<file path="src/sv/pva_pkg.sv">
// ----------------------------------------------------------------------------
// pva_pkg
// Shared widths, codes and record types of the polyphonic voice allocator.
// ----------------------------------------------------------------------------
package pva_pkg;

  localparam int unsigned DefVoices    = 8;
  localparam int unsigned DefHeldNotes = 16;

  localparam int unsigned SpreadW = 14;
  localparam int unsigned BudgetW = 4;
  localparam int unsigned ModeW   = 2;
  localparam int unsigned NoteW   = 7;
  localparam int unsigned TgtW    = 3;
  localparam int unsigned SlotW   = 3;
  localparam int unsigned StateW  = 2;
  localparam int unsigned DetW    = 15;
  localparam int unsigned CfgIdxW = 1;
  localparam int unsigned CfgW    = SpreadW;

  localparam logic [CfgIdxW-1:0] CfgSpread = 1'd0;
  localparam logic [CfgIdxW-1:0] CfgBudget = 1'd1;

  localparam logic [SpreadW-1:0] SpreadReset = '0;
  localparam logic [BudgetW-1:0] BudgetReset = 4'd8;

  typedef enum logic [ModeW-1:0] {
    ModeHeld   = 2'd0,
    ModeEmpty  = 2'd1,
    ModeFade   = 2'd2,
    ModeBudget = 2'd3
  } mode_e;

  typedef enum logic [StateW-1:0] {
    SlotInactive = 2'd0,
    SlotSustain  = 2'd1,
    SlotFading   = 2'd2
  } slot_state_e;

  // note and detune of one voice, as kept in the voice memory
  typedef struct packed {
    logic [NoteW-1:0] note;
    logic [DetW-1:0]  det;
  } vrec_t;

  // detune unit response
  typedef struct packed {
    logic                   done;
    logic signed [DetW-1:0] offset;
  } dt_rsp_t;

endpackage

</file>
<file path="src/sv/pva_detune.sv">
// ----------------------------------------------------------------------------
// pva_detune
// Symmetric detune offset for one sustaining voice: spread*(2i-d)/d with
// d = total-1, rounded to nearest, ties away from zero. A multiply state,
// then a restoring divider that resolves one quotient bit per cycle.
// ----------------------------------------------------------------------------
module pva_detune
  import pva_pkg::*;
#(
  parameter int unsigned VOICES = DefVoices
) (
  input  logic                                clk_i,
  input  logic                                rst_ni,
  input  logic                                start_i,
  input  logic [$clog2(VOICES)-1:0]           rank_i,
  input  logic [$clog2(VOICES+1)-1:0]         total_i,
  input  logic [SpreadW-1:0]                  spread_i,
  output dt_rsp_t                             rsp_o
);

  localparam int unsigned VIW = $clog2(VOICES);
  localparam int unsigned CW  = $clog2(VOICES + 1);
  localparam int unsigned PW  = SpreadW + VIW;
  localparam int unsigned DW  = PW + 2;
  localparam int unsigned RMW = VIW + 2;
  localparam int unsigned SCW = $clog2(DW + 1);

  typedef enum logic [2:0] {
    DtIdle,
    DtMul,
    DtLoad,
    DtDiv,
    DtFin
  } dt_state_e;

  dt_state_e              st_q;
  logic                   neg_q;
  logic [VIW-1:0]         mag_q;
  logic [VIW-1:0]         d_q;
  logic [PW-1:0]          prod_q;
  logic [DW-1:0]          quo_q;
  logic [RMW-2:0]         rem_q;
  logic [SCW-1:0]         cnt_q;
  logic                   done_q;
  logic signed [DetW-1:0] res_q;

  logic signed [VIW+1:0]  diff;
  logic [VIW-1:0]         d_in;
  logic [RMW-1:0]         rem_sh;
  logic [RMW-1:0]         divisor;
  logic                   qbit;
  logic [DetW-1:0]        qmag;

  assign d_in    = VIW'(total_i - CW'(1));
  assign diff    = signed'({1'b0, rank_i, 1'b0}) - signed'({2'b00, d_in});
  assign rem_sh  = {rem_q, quo_q[DW-1]};
  assign divisor = {1'b0, d_q, 1'b0};
  assign qbit    = (rem_sh >= divisor);
  assign qmag    = DetW'(quo_q);

  always_ff @(posedge clk_i or negedge rst_ni) begin
    if (!rst_ni) begin
      st_q   <= DtIdle;
      neg_q  <= 1'b0;
      mag_q  <= '0;
      d_q    <= '0;
      prod_q <= '0;
      quo_q  <= '0;
      rem_q  <= '0;
      cnt_q  <= '0;
      done_q <= 1'b0;
      res_q  <= '0;
    end else begin
      case (st_q)
        DtIdle: begin
          done_q <= start_i && (total_i <= CW'(1) || spread_i == '0);
          if (start_i) begin
            if (total_i <= CW'(1) || spread_i == '0) begin
              res_q <= '0;
            end else begin
              d_q   <= d_in;
              neg_q <= diff[VIW+1];
              mag_q <= diff[VIW+1] ? VIW'(-diff) : VIW'(diff);
              st_q  <= DtMul;
            end
          end
        end
        DtMul: begin
          prod_q <= PW'(spread_i) * PW'(mag_q);
          st_q   <= DtLoad;
        end
        DtLoad: begin
          // dividend 2*num + d, divisor 2*d
          quo_q <= {1'b0, prod_q, 1'b0} + DW'(d_q);
          rem_q <= '0;
          cnt_q <= SCW'(DW);
          st_q  <= DtDiv;
        end
        DtDiv: begin
          rem_q <= qbit ? (RMW-1)'(rem_sh - divisor) : rem_sh[RMW-2:0];
          quo_q <= {quo_q[DW-2:0], qbit};
          cnt_q <= cnt_q - SCW'(1);
          if (cnt_q == SCW'(1)) begin
            st_q <= DtFin;
          end
        end
        DtFin: begin
          res_q  <= neg_q ? -signed'(qmag) : signed'(qmag);
          done_q <= 1'b1;
          st_q   <= DtIdle;
        end
        default: begin
          done_q <= 1'b0;
          st_q   <= DtIdle;
        end
      endcase
    end
  end

  assign rsp_o.done   = done_q;
  assign rsp_o.offset = res_q;

endmodule

</file>
<file path="src/sv/polyphonic_voice_allocator.sv">
// Held-note and fade-complete items are handled in the idle state; a budget check
// walks every voice in index order. An allocation run scans the voice memory
// twice per listed note and runs the bit-serial divider of the detune unit for
// each voice that was sustaining and whose note is still listed.
// Reset is asynchronous: voices inactive, list empty, registers at defaults.
// ----------------------------------------------------------------------------
// polyphonic_voice_allocator
// Voice allocator with release stealing: per-voice note and detune live in a
// voice memory, the held list in a note memory, voice states in flops.
// ----------------------------------------------------------------------------
module polyphonic_voice_allocator
  import pva_pkg::*;
#(
  parameter int unsigned VOICES     = DefVoices,
  parameter int unsigned HELD_NOTES = DefHeldNotes
) (
  input  logic                      clk_i,
  input  logic                      rst_ni,
  input  logic                      cfg_we_i,
  input  logic [CfgIdxW-1:0]        cfg_idx_i,
  input  logic [CfgW-1:0]           cfg_wdata_i,
  input  logic                      in_valid_i,
  output logic                      in_ready_o,
  input  logic [ModeW-1:0]          mode_i,
  input  logic [NoteW-1:0]          note_i,
  input  logic                      last_note_i,
  input  logic [TgtW-1:0]           target_voice_i,
  output logic                      out_valid_o,
  input  logic                      out_ready_i,
  output logic [SlotW-1:0]          voice_slot_o,
  output logic [StateW-1:0]         slot_state_o,
  output logic [NoteW-1:0]          slot_note_o,
  output logic signed [DetW-1:0]    detune_offset_o,
  output logic                      last_record_o
);

  localparam int unsigned VIW  = $clog2(VOICES);
  localparam int unsigned CW   = $clog2(VOICES + 1);
  localparam int unsigned HIW  = (HELD_NOTES > 1) ? $clog2(HELD_NOTES) : 1;
  localparam int unsigned HCW  = $clog2(HELD_NOTES + 1);
  localparam int unsigned CmpW = (CW > BudgetW) ? CW : BudgetW;

  typedef enum logic [3:0] {
    StIdle,
    StS1Hrd,
    StS1Scan,
    StS1Apply,
    StS3Hrd,
    StS3Scan,
    StS3Alloc,
    StEmRd,
    StEmChk,
    StEmDt,
    StEmOut,
    StBudget
  } ctl_state_e;

  // configuration
  logic [SpreadW-1:0] spread_q;
  logic [BudgetW-1:0] budget_q;

  always_ff @(posedge clk_i or negedge rst_ni) begin
    if (!rst_ni) begin
      spread_q <= SpreadReset;
      budget_q <= BudgetReset;
    end else if (cfg_we_i) begin
      case (cfg_idx_i)
        CfgSpread: spread_q <= cfg_wdata_i;
        CfgBudget: budget_q <= cfg_wdata_i[BudgetW-1:0];
        default: ;
      endcase
    end
  end

  // voice memory
  vrec_t          vmem [VOICES];
  vrec_t          vmem_rdata_q;
  logic           vmem_re;
  logic [VIW-1:0] vmem_raddr;
  logic           vmem_we;
  logic [VIW-1:0] vmem_waddr;
  vrec_t          vmem_wdata;

  always_ff @(posedge clk_i) begin
    if (vmem_we) begin
      vmem[vmem_waddr] <= vmem_wdata;
    end
    if (vmem_re) begin
      vmem_rdata_q <= vmem[vmem_raddr];
    end
  end

  // held-note memory
  logic [NoteW-1:0] hmem [HELD_NOTES];
  logic [NoteW-1:0] hmem_rdata_q;
  logic             hmem_re;
  logic             hmem_we;

  ctl_state_e          state_q;
  slot_state_e         slot_st_q [VOICES];
  logic [VOICES-1:0]   matched_q;
  logic [VOICES-1:0]   sus1_q;
  logic [HCW-1:0]      held_cnt_q;
  logic [HIW-1:0]      k_q;
  logic [VIW-1:0]      v_q;
  logic                iss_done_q;
  logic                pvld_q;
  logic [VIW-1:0]      pv_q;
  logic                found_q;
  logic                pick_i_vld_q;
  logic [VIW-1:0]      pick_i_q;
  logic                pick_f_vld_q;
  logic [VIW-1:0]      pick_f_q;
  logic [CW-1:0]       ncnt_q;
  logic [VIW-1:0]      rank_q;
  logic [CW-1:0]       act_cnt_q;
  logic [DetW-1:0]     det_q;
  logic                out_valid_q;
  logic [SlotW-1:0]    out_slot_q;
  logic [StateW-1:0]   out_state_q;
  logic [NoteW-1:0]    out_note_q;
  logic [DetW-1:0]     out_det_q;
  logic                out_last_q;

  always_ff @(posedge clk_i) begin
    if (hmem_we) begin
      hmem[held_cnt_q[HIW-1:0]] <= note_i;
    end
    if (hmem_re) begin
      hmem_rdata_q <= hmem[k_q];
    end
  end

  // detune unit
  dt_rsp_t dt_rsp;
  logic    dt_start;

  assign dt_start = (state_q == StEmChk) && sus1_q[v_q];

  pva_detune #(
    .VOICES(VOICES)
  ) u_detune (
    .clk_i   (clk_i),
    .rst_ni  (rst_ni),
    .start_i (dt_start),
    .rank_i  (rank_q),
    .total_i (ncnt_q),
    .spread_i(spread_q),
    .rsp_o   (dt_rsp)
  );

  logic accept;
  logic room;
  logic last_v;
  logic last_pv;
  logic last_k;
  logic hit;
  logic tgt_ok;
  logic over_budget;
  logic act_v;

  assign accept      = in_valid_i && in_ready_o;
  assign room        = held_cnt_q < HCW'(HELD_NOTES);
  assign last_v      = v_q == VIW'(VOICES - 1);
  assign last_pv     = pv_q == VIW'(VOICES - 1);
  assign last_k      = HCW'(k_q) == held_cnt_q - HCW'(1);
  assign hit         = pvld_q && (slot_st_q[pv_q] == SlotSustain) &&
                       (vmem_rdata_q.note == hmem_rdata_q);
  assign tgt_ok      = {{VIW{1'b0}}, target_voice_i} < (VIW + TgtW)'(VOICES);
  assign over_budget = CmpW'(act_cnt_q) > CmpW'(budget_q);
  assign act_v       = slot_st_q[v_q] != SlotInactive;

  always_comb begin
    vmem_re    = 1'b0;
    vmem_raddr = v_q;
    vmem_we    = 1'b0;
    vmem_waddr = v_q;
    vmem_wdata = '{note: vmem_rdata_q.note, det: dt_rsp.offset};
    hmem_re    = 1'b0;
    hmem_we    = 1'b0;
    case (state_q)
      StIdle: begin
        hmem_we = accept && (mode_e'(mode_i) == ModeHeld) && room;
      end
      StS1Hrd, StS3Hrd: begin
        hmem_re = 1'b1;
      end
      StS1Scan, StS3Scan: begin
        vmem_re = !iss_done_q;
      end
      StS3Alloc: begin
        vmem_we    = !found_q && (pick_i_vld_q || pick_f_vld_q);
        vmem_waddr = pick_i_vld_q ? pick_i_q : pick_f_q;
        vmem_wdata = '{note: hmem_rdata_q, det: '0};
      end
      StEmRd: begin
        vmem_re = 1'b1;
      end
      StEmDt: begin
        vmem_we = dt_rsp.done;
      end
      default: ;
    endcase
  end

  always_ff @(posedge clk_i or negedge rst_ni) begin
    if (!rst_ni) begin
      state_q      <= StIdle;
      for (int i = 0; i < VOICES; i++) begin
        slot_st_q[i] <= SlotInactive;
      end
      matched_q    <= '0;
      sus1_q       <= '0;
      held_cnt_q   <= '0;
      k_q          <= '0;
      v_q          <= '0;
      iss_done_q   <= 1'b0;
      pvld_q       <= 1'b0;
      pv_q         <= '0;
      found_q      <= 1'b0;
      pick_i_vld_q <= 1'b0;
      pick_i_q     <= '0;
      pick_f_vld_q <= 1'b0;
      pick_f_q     <= '0;
      ncnt_q       <= '0;
      rank_q       <= '0;
      act_cnt_q    <= '0;
      det_q        <= '0;
      out_valid_q  <= 1'b0;
      out_slot_q   <= '0;
      out_state_q  <= '0;
      out_note_q   <= '0;
      out_det_q    <= '0;
      out_last_q   <= 1'b0;
    end else begin
      // the record state loads its own valid
      if (out_valid_q && out_ready_i && state_q != StEmOut) begin
        out_valid_q <= 1'b0;
      end
      case (state_q)
        StIdle: begin
          if (accept) begin
            case (mode_e'(mode_i))
              ModeHeld: begin
                if (room) begin
                  held_cnt_q <= held_cnt_q + HCW'(1);
                end
                if (last_note_i) begin
                  k_q       <= '0;
                  v_q       <= '0;
                  matched_q <= '0;
                  ncnt_q    <= '0;
                  state_q   <= StS1Hrd;
                end
              end
              ModeEmpty: begin
                held_cnt_q <= '0;
                v_q        <= '0;
                matched_q  <= '0;
                ncnt_q     <= '0;
                state_q    <= StS1Apply;
              end
              ModeFade: begin
                if (tgt_ok && slot_st_q[VIW'(target_voice_i)] == SlotFading) begin
                  slot_st_q[VIW'(target_voice_i)] <= SlotInactive;
                  act_cnt_q <= act_cnt_q - CW'(1);
                end
              end
              ModeBudget: begin
                v_q     <= '0;
                state_q <= StBudget;
              end
              default: ;
            endcase
          end
        end

        // release pass marks voices whose note is still listed; the allocation pass shares these states
        StS1Hrd, StS3Hrd: begin
          v_q          <= '0;
          iss_done_q   <= 1'b0;
          pvld_q       <= 1'b0;
          found_q      <= 1'b0;
          pick_i_vld_q <= 1'b0;
          pick_f_vld_q <= 1'b0;
          state_q      <= (state_q == StS1Hrd) ? StS1Scan : StS3Scan;
        end

        StS1Scan, StS3Scan: begin
          pvld_q <= !iss_done_q;
          pv_q   <= v_q;
          if (!iss_done_q) begin
            if (last_v) begin
              iss_done_q <= 1'b1;
            end else begin
              v_q <= v_q + VIW'(1);
            end
          end
          if (state_q == StS1Scan) begin
            if (hit) begin
              matched_q[pv_q] <= 1'b1;
            end
          end else begin
            if (hit) begin
              found_q <= 1'b1;
            end
            if (pvld_q && slot_st_q[pv_q] == SlotInactive && !pick_i_vld_q) begin
              pick_i_vld_q <= 1'b1;
              pick_i_q     <= pv_q;
            end
            if (pvld_q && slot_st_q[pv_q] == SlotFading && !pick_f_vld_q) begin
              pick_f_vld_q <= 1'b1;
              pick_f_q     <= pv_q;
            end
          end
          if (pvld_q && last_pv) begin
            if (state_q == StS1Scan) begin
              if (last_k) begin
                v_q     <= '0;
                state_q <= StS1Apply;
              end else begin
                k_q     <= k_q + HIW'(1);
                state_q <= StS1Hrd;
              end
            end else begin
              state_q <= StS3Alloc;
            end
          end
        end

        StS1Apply: begin
          sus1_q[v_q] <= (slot_st_q[v_q] == SlotSustain) && matched_q[v_q];
          if (slot_st_q[v_q] == SlotSustain) begin
            if (matched_q[v_q]) begin
              ncnt_q <= ncnt_q + CW'(1);
            end else begin
              slot_st_q[v_q] <= SlotFading;
            end
          end
          if (last_v) begin
            k_q <= '0;
            v_q <= '0;
            if (held_cnt_q == '0) begin
              rank_q  <= '0;
              state_q <= StEmRd;
            end else begin
              state_q <= StS3Hrd;
            end
          end else begin
            v_q <= v_q + VIW'(1);
          end
        end

        // allocate a voice to a listed note that has none
        StS3Alloc: begin
          if (!found_q) begin
            if (pick_i_vld_q) begin
              slot_st_q[pick_i_q] <= SlotSustain;
              act_cnt_q           <= act_cnt_q + CW'(1);
            end else if (pick_f_vld_q) begin
              slot_st_q[pick_f_q] <= SlotSustain;
            end
          end
          if (last_k) begin
            held_cnt_q <= '0;
            v_q        <= '0;
            rank_q     <= '0;
            state_q    <= StEmRd;
          end else begin
            k_q     <= k_q + HIW'(1);
            state_q <= StS3Hrd;
          end
        end

        StEmRd: begin
          held_cnt_q <= '0;
          state_q    <= StEmChk;
        end

        StEmChk: begin
          if (sus1_q[v_q]) begin
            state_q <= StEmDt;
          end else begin
            det_q   <= vmem_rdata_q.det;
            state_q <= StEmOut;
          end
        end

        StEmDt: begin
          if (dt_rsp.done) begin
            det_q   <= dt_rsp.offset;
            rank_q  <= rank_q + VIW'(1);
            state_q <= StEmOut;
          end
        end

        StEmOut: begin
          if (!out_valid_q || out_ready_i) begin
            out_valid_q <= 1'b1;
            out_slot_q  <= SlotW'(v_q);
            out_state_q <= slot_st_q[v_q];
            out_note_q  <= act_v ? vmem_rdata_q.note : '0;
            out_det_q   <= act_v ? det_q : '0;
            out_last_q  <= last_v;
            if (last_v) begin
              state_q <= StIdle;
            end else begin
              v_q     <= v_q + VIW'(1);
              state_q <= StEmRd;
            end
          end
        end

        // kill fading voices in index order while over budget
        StBudget: begin
          if (over_budget && slot_st_q[v_q] == SlotFading) begin
            slot_st_q[v_q] <= SlotInactive;
            act_cnt_q      <= act_cnt_q - CW'(1);
          end
          if (last_v) begin
            state_q <= StIdle;
          end else begin
            v_q <= v_q + VIW'(1);
          end
        end

        default: state_q <= StIdle;
      endcase
    end
  end

  assign in_ready_o      = (state_q == StIdle);
  assign out_valid_o     = out_valid_q;
  assign voice_slot_o    = out_slot_q;
  assign slot_state_o    = out_state_q;
  assign slot_note_o     = out_note_q;
  assign detune_offset_o = signed'(out_det_q);
  assign last_record_o   = out_last_q;

endmodule

</file>
<file path="config.mk">
export PLATFORM = sky130hd
export DESIGN_NAME = polyphonic_voice_allocator
export DESIGN_NICKNAME = d
export VERILOG_FILES = /design/src/sv/pva_pkg.sv /design/src/sv/pva_detune.sv /design/src/sv/polyphonic_voice_allocator.sv
export SDC_FILE = /design/constraint.sdc
export NUM_CORES = 1
export LEC_CHECK = 0
export BUFFER_PORTS_ARGS = -buffer_cell sky130_fd_sc_hd__buf_2
export CAP_MARGIN = 30
export CORE_MARGIN = 4
export CORE_UTILIZATION = 25
export CTS_CLUSTER_DIAMETER = 40
export DETAILED_ROUTE_END_ITERATION = 8
export HOLD_SLACK_MARGIN = 0.1
export PLACE_DENSITY = 0.39
export SYNTH_ARGS = -nofsm -noshare
export SYNTH_HDL_FRONTEND = slang
export SYNTH_SLANG_ARGS = --single-unit
</file>
<file path="constraint.sdc">
create_clock -name clk_i -period 3.8 [get_ports clk_i]
set_clock_uncertainty 0.05 [all_clocks]
set_input_delay 0.57 -clock clk_i [delete_from_list [all_inputs] [get_ports clk_i]]
set_output_delay 0.57 -clock clk_i [all_outputs]
set_load 0.02 [all_outputs]
</file>
==> reports/results.ini, run 1 <==
[status]
status = complete, no violations

[drt]
routed_wl_mm = 68.9
antenna_left = 0
drcViolationCount = 0
wl_per_cell_um = 19.8
routed-via-count = 16300
firstDrtPassIters = 6
avgViaCountPerCell = 4.69
drt_iter0_drc = 1095

[synthesis]
synth.most_common_cell = edfxtp_1
ys_top_cells_by_count = edfxtp_1, nand2_1, dfrtp_1
synth_top_area_share_pct = 39.5
yosysWarnings = 0
synthDistinctLibCells = 84
syn-num-nets = 2078
yosysTopAreaCell = edfxtp_1
ys_ff_latch = 522
synth_ff_type = edfxtp_1
synth_area_per_cell_um2 = 12.1
synth_edf_count = 317
yosysSeqAreaShare_pct = 60.8
synthCells = 1983
synthArstFlopShare_pct = 39.3
netlist_area_mm2 = 0.0241
synthTopCellsByArea = edfxtp_1, dfrtp_1, nand2_1, mux2i_1, a22oi_1

[clocking]
cts_made_buffers = 98
clock_sinks = 522
cts.reportedPaths.clkPinSlew_ns = 0.05
h-tree-depth = 3
cts_hold_buf = 15
postCtsSetupBuffers = 0
ctsLongestPathBuffers = 3
cts_root_buf = clkbuf_16
cts_tree = done
cts_resized = 0
clk_latency_ns = 0.69

[cells_and_area]
fill_cells = 9579
final_util_pct = 31.3
nets = 2222
area_growth_pct = 23.9
multi_input_area_mm2 = 0.00882
regArea_mm2 = 0.0147
drive_gt1_share_pct = 17.6

[placed_design]
port_buffers = 62
hpwl_mm = 45.4
place.gp.congestion = 0.810
pre_cts_slack_ns = 0.339

[floorplanning]
start_util_pct = 25.3
core_area_mm2 = 0.0953
ios = 63
die_w_um = 318
dieHeight_um = 318
placementRows = 113
dieArea_mm2 = 0.101

[global_routing]
grt_max_degree = 82
grt_usage_pct = 13.4
first_global_vias = 16600
antenna_found_initial = 4
grt_remaining_overflow = 0
grt_pass1_wl_mm = 105

[setup_path]
crit_buf_inv = 2
crit_family = compound AO/OA/AOI/OAI gates
crit_path_max_fanout = 12
cp-start-kind = flop
crit_path_end_kind = flop
slowest_stage = fa_1
critPathMaxStageDelay_ns = 0.54
worst_ep_required_time_ns = 4.25
critPathKind = reg2reg
crit_chain = buf_4 > nand2_1 > fa_1 > inv_1 > ha_1 > nor2b_1 > o21a_1 > a311o_1 > a31oi_1 > o21ai_1 > a2111oi_0 > nor2_1
crit_arrival_ns = 3.99

[timing]
maxSlewViolCount = 0
finalSetupViolations = 0
fin_crit_ns = 3.53
holdWs_ns = 0.230
rsz0062_at_grt = no
worst_slack_ns = 0.265
post-route-period-util_pct = 93.0
fin_tns_setup_ns = 0
finalHoldViolCount = 0
maxSlewHeadroom_pct = 33.5
clock.fmax_mhz = 283
tightest_slew_ns = 0.995

[run]
drv_cap = 0

[min_path]
holdCritPathClass = in2reg

[power_and_ir_drop]
power.leakage_nw = 11.5
ir_worst_vdd_mv = 0.386
power-per-cell-area_mw_per_mm2 = 700

worst paths after layout:
check	startpoint	endpoint	slack, ns	cells after the start
worst min register to register	act_cnt_q[3]$_DFFE_PN0P_	act_cnt_q[3]$_DFFE_PN0P_	0.41	1
max in group asynchronous	rst_ni	u_detune.quo_q[6]$_DFFE_PN0N_	2.23	3
min in group asynchronous	rst_ni	u_detune.res_q[9]$_DFFE_PN0P_	0.48	2
worst max-delay path	u_detune.mag_q[2]$_DFFE_PN0P_	u_detune.prod_q[16]$_DFFE_PN0P_	0.27	12
worst max register to register	u_detune.mag_q[2]$_DFFE_PN0P_	u_detune.prod_q[16]$_DFFE_PN0P_	0.27	12
worst min-delay path	note_i[1]	hmem[14][1]$_DFFE_PP_	0.23	1
flip-flops by register name, summed over array words and instances (netlist names), 4 cells and up:
signal	flops
vmem	176
hmem	112
vmem_rdata_q	22
u_detune.quo_q	19
u_detune.prod_q	17
slot_st_q	16
det_q	15
detune_offset_o	15
u_detune.res_q	15
spread_q	14
matched_q	8
sus1_q	8
hmem_rdata_q	7
slot_note_o	7
held_cnt_q	5
u_detune.cnt_q	5
act_cnt_q	4
budget_q	4
k_q	4
ncnt_q	4
state_q	4
u_detune.rem_q	4
final cells by class:
type                       instances  share of cell area [%]
sequential                       522                    49.1
tap                             1265                    5.30
timing repair buffer             150                    3.58
inverter                          70                   0.881
clock buffer                     114                    8.65
multi-input combinational       1285                    29.6
clock inverter                    70                    2.91
antenna                            2                  0.0168
per-layer routing:
layer / GRT usage [%] / part of all wire (%) / up-vias
met5: 0 / 0.019 / -
met4: 4.01 / 2.4 / 2
met3: 2.81 / 4.6 / 122
met2: 21.1 / 46 / 387
met1: 18.6 / 47 / 8091
li1: - / - / 7698
stage by stage:
step | area [um^2] | total power [W] | std cells
2_1_floorplan | 24100 | 0.0104 | 1983
3_3_place_gp | 26200 | 0.0121 | 3276
3_5_place_dp | 26200 | 0.0122 | 3277
4_1_cts | 29800 | 0.0212 | 3476
5_1_grt | 29800 | 0.0220 | 3476
6_report | 29800 | 0.0209 | 3478
layout by cell type (no fill, tap or decap), drive strengths merged, types with 26 or more instances in the layout:
| cell | netlist | final |
|---|---|---|
| nand2 | 226 | 226 |
| clkinv | 0 | 39 |
| mux2i | 65 | 65 |
| nor2 | 119 | 119 |
| inv | 70 | 80 |
| mux2 | 43 | 43 |
| nand4 | 26 | 26 |
| a22oi | 85 | 85 |
| ha | 46 | 46 |
| and2 | 26 | 26 |
| buf | 28 | 135 |
| edfxtp | 317 | 317 |
| o21ai | 134 | 134 |
| nand3 | 36 | 36 |
| xor2 | 33 | 33 |
| nor3 | 27 | 27 |
| a22o | 35 | 35 |
| dfrtp | 204 | 204 |
| xnor2 | 28 | 28 |
| a21oi | 118 | 118 |
| clkbuf | 78 | 114 |
cell families after synthesis:
family	synth area share, %
mux	6.49
compound gates	13.4
simple gates	10.4
xor+xnor	2.22
fa+ha+maj	3.72
buf+inv	2.92
flops	60.8
power by group:
| group | internal, W | leakage [nW] | switching [W] | total (W) |
|---|---|---|---|---|
| combinational | 0.00159 | 3.98 | 0.00286 | 0.00445 |
| sequential | 0.00684 | 5.86 | 0.000741 | 0.00758 |
| clock | 0.00569 | 1.66 | 0.00317 | 0.00886 |
(Power assumes the default switching activity.)
==> inputs of run 2 (changes only) <==
- CORE_ASPECT_RATIO: not set -> 2
==> reports/results.ini, run 2 (synthesis results as in run 1) <==
[timing]
maxSlewHeadroom_pct = 43.5
rsz0062_at_grt = no
finalSetupViolations = 0
clock.fmax_mhz = 284
fin_tns_setup_ns = 0
tightest_slew_ns = 0.844
maxSlewViolCount = 0
fin_crit_ns = 3.52
post-route-period-util_pct = 92.7
finalHoldViolCount = 0
holdWs_ns = 0.160

[min_path]
holdCritPathClass = in2reg

[setup_path]
crit_buf_inv = 2
critPathMaxStageDelay_ns = 0.53
crit_path_max_fanout = 12
critPathKind = reg2reg
crit_chain = buf_4 > nand2_1 > fa_1 > inv_1 > ha_1 > nor2b_1 > o21a_1 > a311o_1 > a31oi_1 > o21ai_1 > a2111oi_0 > nor2_1
cp-start-kind = flop
crit_path_end_kind = flop
worst_ep_required_time_ns = 4.25
crit_family = compound AO/OA/AOI/OAI gates
crit_arrival_ns = 3.97
slowest_stage = fa_1

[cells_and_area]
drive_gt1_share_pct = 15.7
final_cell_area_mm2 = 0.0286
largest_register_ff_count = 176
fill_cells = 9709
nets = 2191
final_cell_mix = edfxtp_1, nand2_1, dfrtp_1
regMostFlops = vmem
area_growth_pct = 18.8
final_common_cell = edfxtp_1

[drt]
antenna_left = 0
wl_per_cell_um = 21.7
drcViolationCount = 0
drt_iter0_drc = 745
routed-via-count = 16200
firstDrtPassIters = 5
avgViaCountPerCell = 4.80
routed_wl_mm = 72.9

[global_routing]
antenna_found_initial = 3
first_global_vias = 17100
grt_pass1_wl_mm = 110
grt_max_degree = 89
grt_remaining_overflow = 0
grt_usage_pct = 14.5

[power_and_ir_drop]
power.leakage_nw = 11.0
power-per-cell-area_mw_per_mm2 = 648
ir_worst_vdd_mv = 0.292

[placed_design]
port_buffers = 62
place_area_mm2 = 0.0263
place.gp.congestion = 0.854
hpwl_mm = 52.0

[floorplanning]
die_w_um = 228
dieArea_mm2 = 0.102
dieHeight_um = 447
placementRows = 160
core_area_mm2 = 0.0953
ios = 63
start_util_pct = 25.3

[status]
status = complete, no violations

[clocking]
cts_resized = 0
cts_made_buffers = 67
cts.reportedPaths.clkPinSlew_ns = 0.05
postCtsSetupBuffers = 0
ctsLongestPathBuffers = 3
cts_root_buf = clkbuf_16
clock_sinks = 522
cts_hold_buf = 10
cts_tree = done
clk_latency_ns = 0.63
h-tree-depth = 3

[run]
drv_cap = 0

run 2: changes by cell type in the layout (fill, tap and decap cells not counted), sizes merged, moves of 5 or more:
cell / before / now
clkinvlp: 10 / 5
buf: 135 / 140
clkinv: 39 / 17
bufinv: 11 / 5
dlygate4sd3: 15 / 10
clkbuf: 114 / 82
run 2: power breakdown:
part	leakage, nW	total, W	internal (W)	switching, W
clock	1.10	0.00648	0.00387	0.00261
sequential	5.86	0.00759	0.00683	0.000765
combinational	4.00	0.00449	0.00161	0.00288
total	11.0	0.0186	0.0123	0.00625
run 2: final cells by class:
type,instances,area (um^2),share of cell area [%]
sequential,522,14700,51.2
clock buffer,82,1860,6.49
multi-input combinational,1285,8820,30.8
clock inverter,38,399,1.39
inverter,70,263,0.918
timing repair buffer,150,1110,3.86
antenna,3,7.51,0.0262
tap,1215,1520,5.31
run 2: path summary, 6_finish.rpt:
path / startpoint / cells after the start / end / slack, ns
setup / recovery: u_detune.mag_q[2]$_DFFE_PN0P_ / 12 / u_detune.prod_q[16]$_DFFE_PN0P_ / 0.28
hold / removal: cfg_wdata_i[9] / 2 / spread_q[9]$_DFFE_PN0P_ / 0.16
setup reg to reg: u_detune.mag_q[2]$_DFFE_PN0P_ / 12 / u_detune.prod_q[16]$_DFFE_PN0P_ / 0.28
hold reg to reg: last_record_o$_DFFE_PN0P_ / 2 / last_record_o$_DFFE_PN0P_ / 0.43
max in group asynchronous: rst_ni / 3 / out_valid_o$_DFF_PN0_ / 2.31
min in group asynchronous: rst_ni / 2 / pick_f_vld_q$_DFFE_PN0P_ / 0.50
run 2: through the flow:
step                std cells  util [%]  power [W]  setup slack (ns)
floorplan                1983         -     0.0104             0.458
global placement         3231      27.6     0.0122             0.290
detailed placement       3232      27.6     0.0123             0.309
CTS                      3362      30.0     0.0189             0.259
global route             3363      30.0     0.0196            0.0197
finish                   3365      30.0     0.0186             0.276
run 2: layer usage:
layer	global-route usage, %	share of wire [%]
met1	15.2	37
met3	2.57	3.5
met2	28.3	57
met5	0	0
met4	4.93	2.8
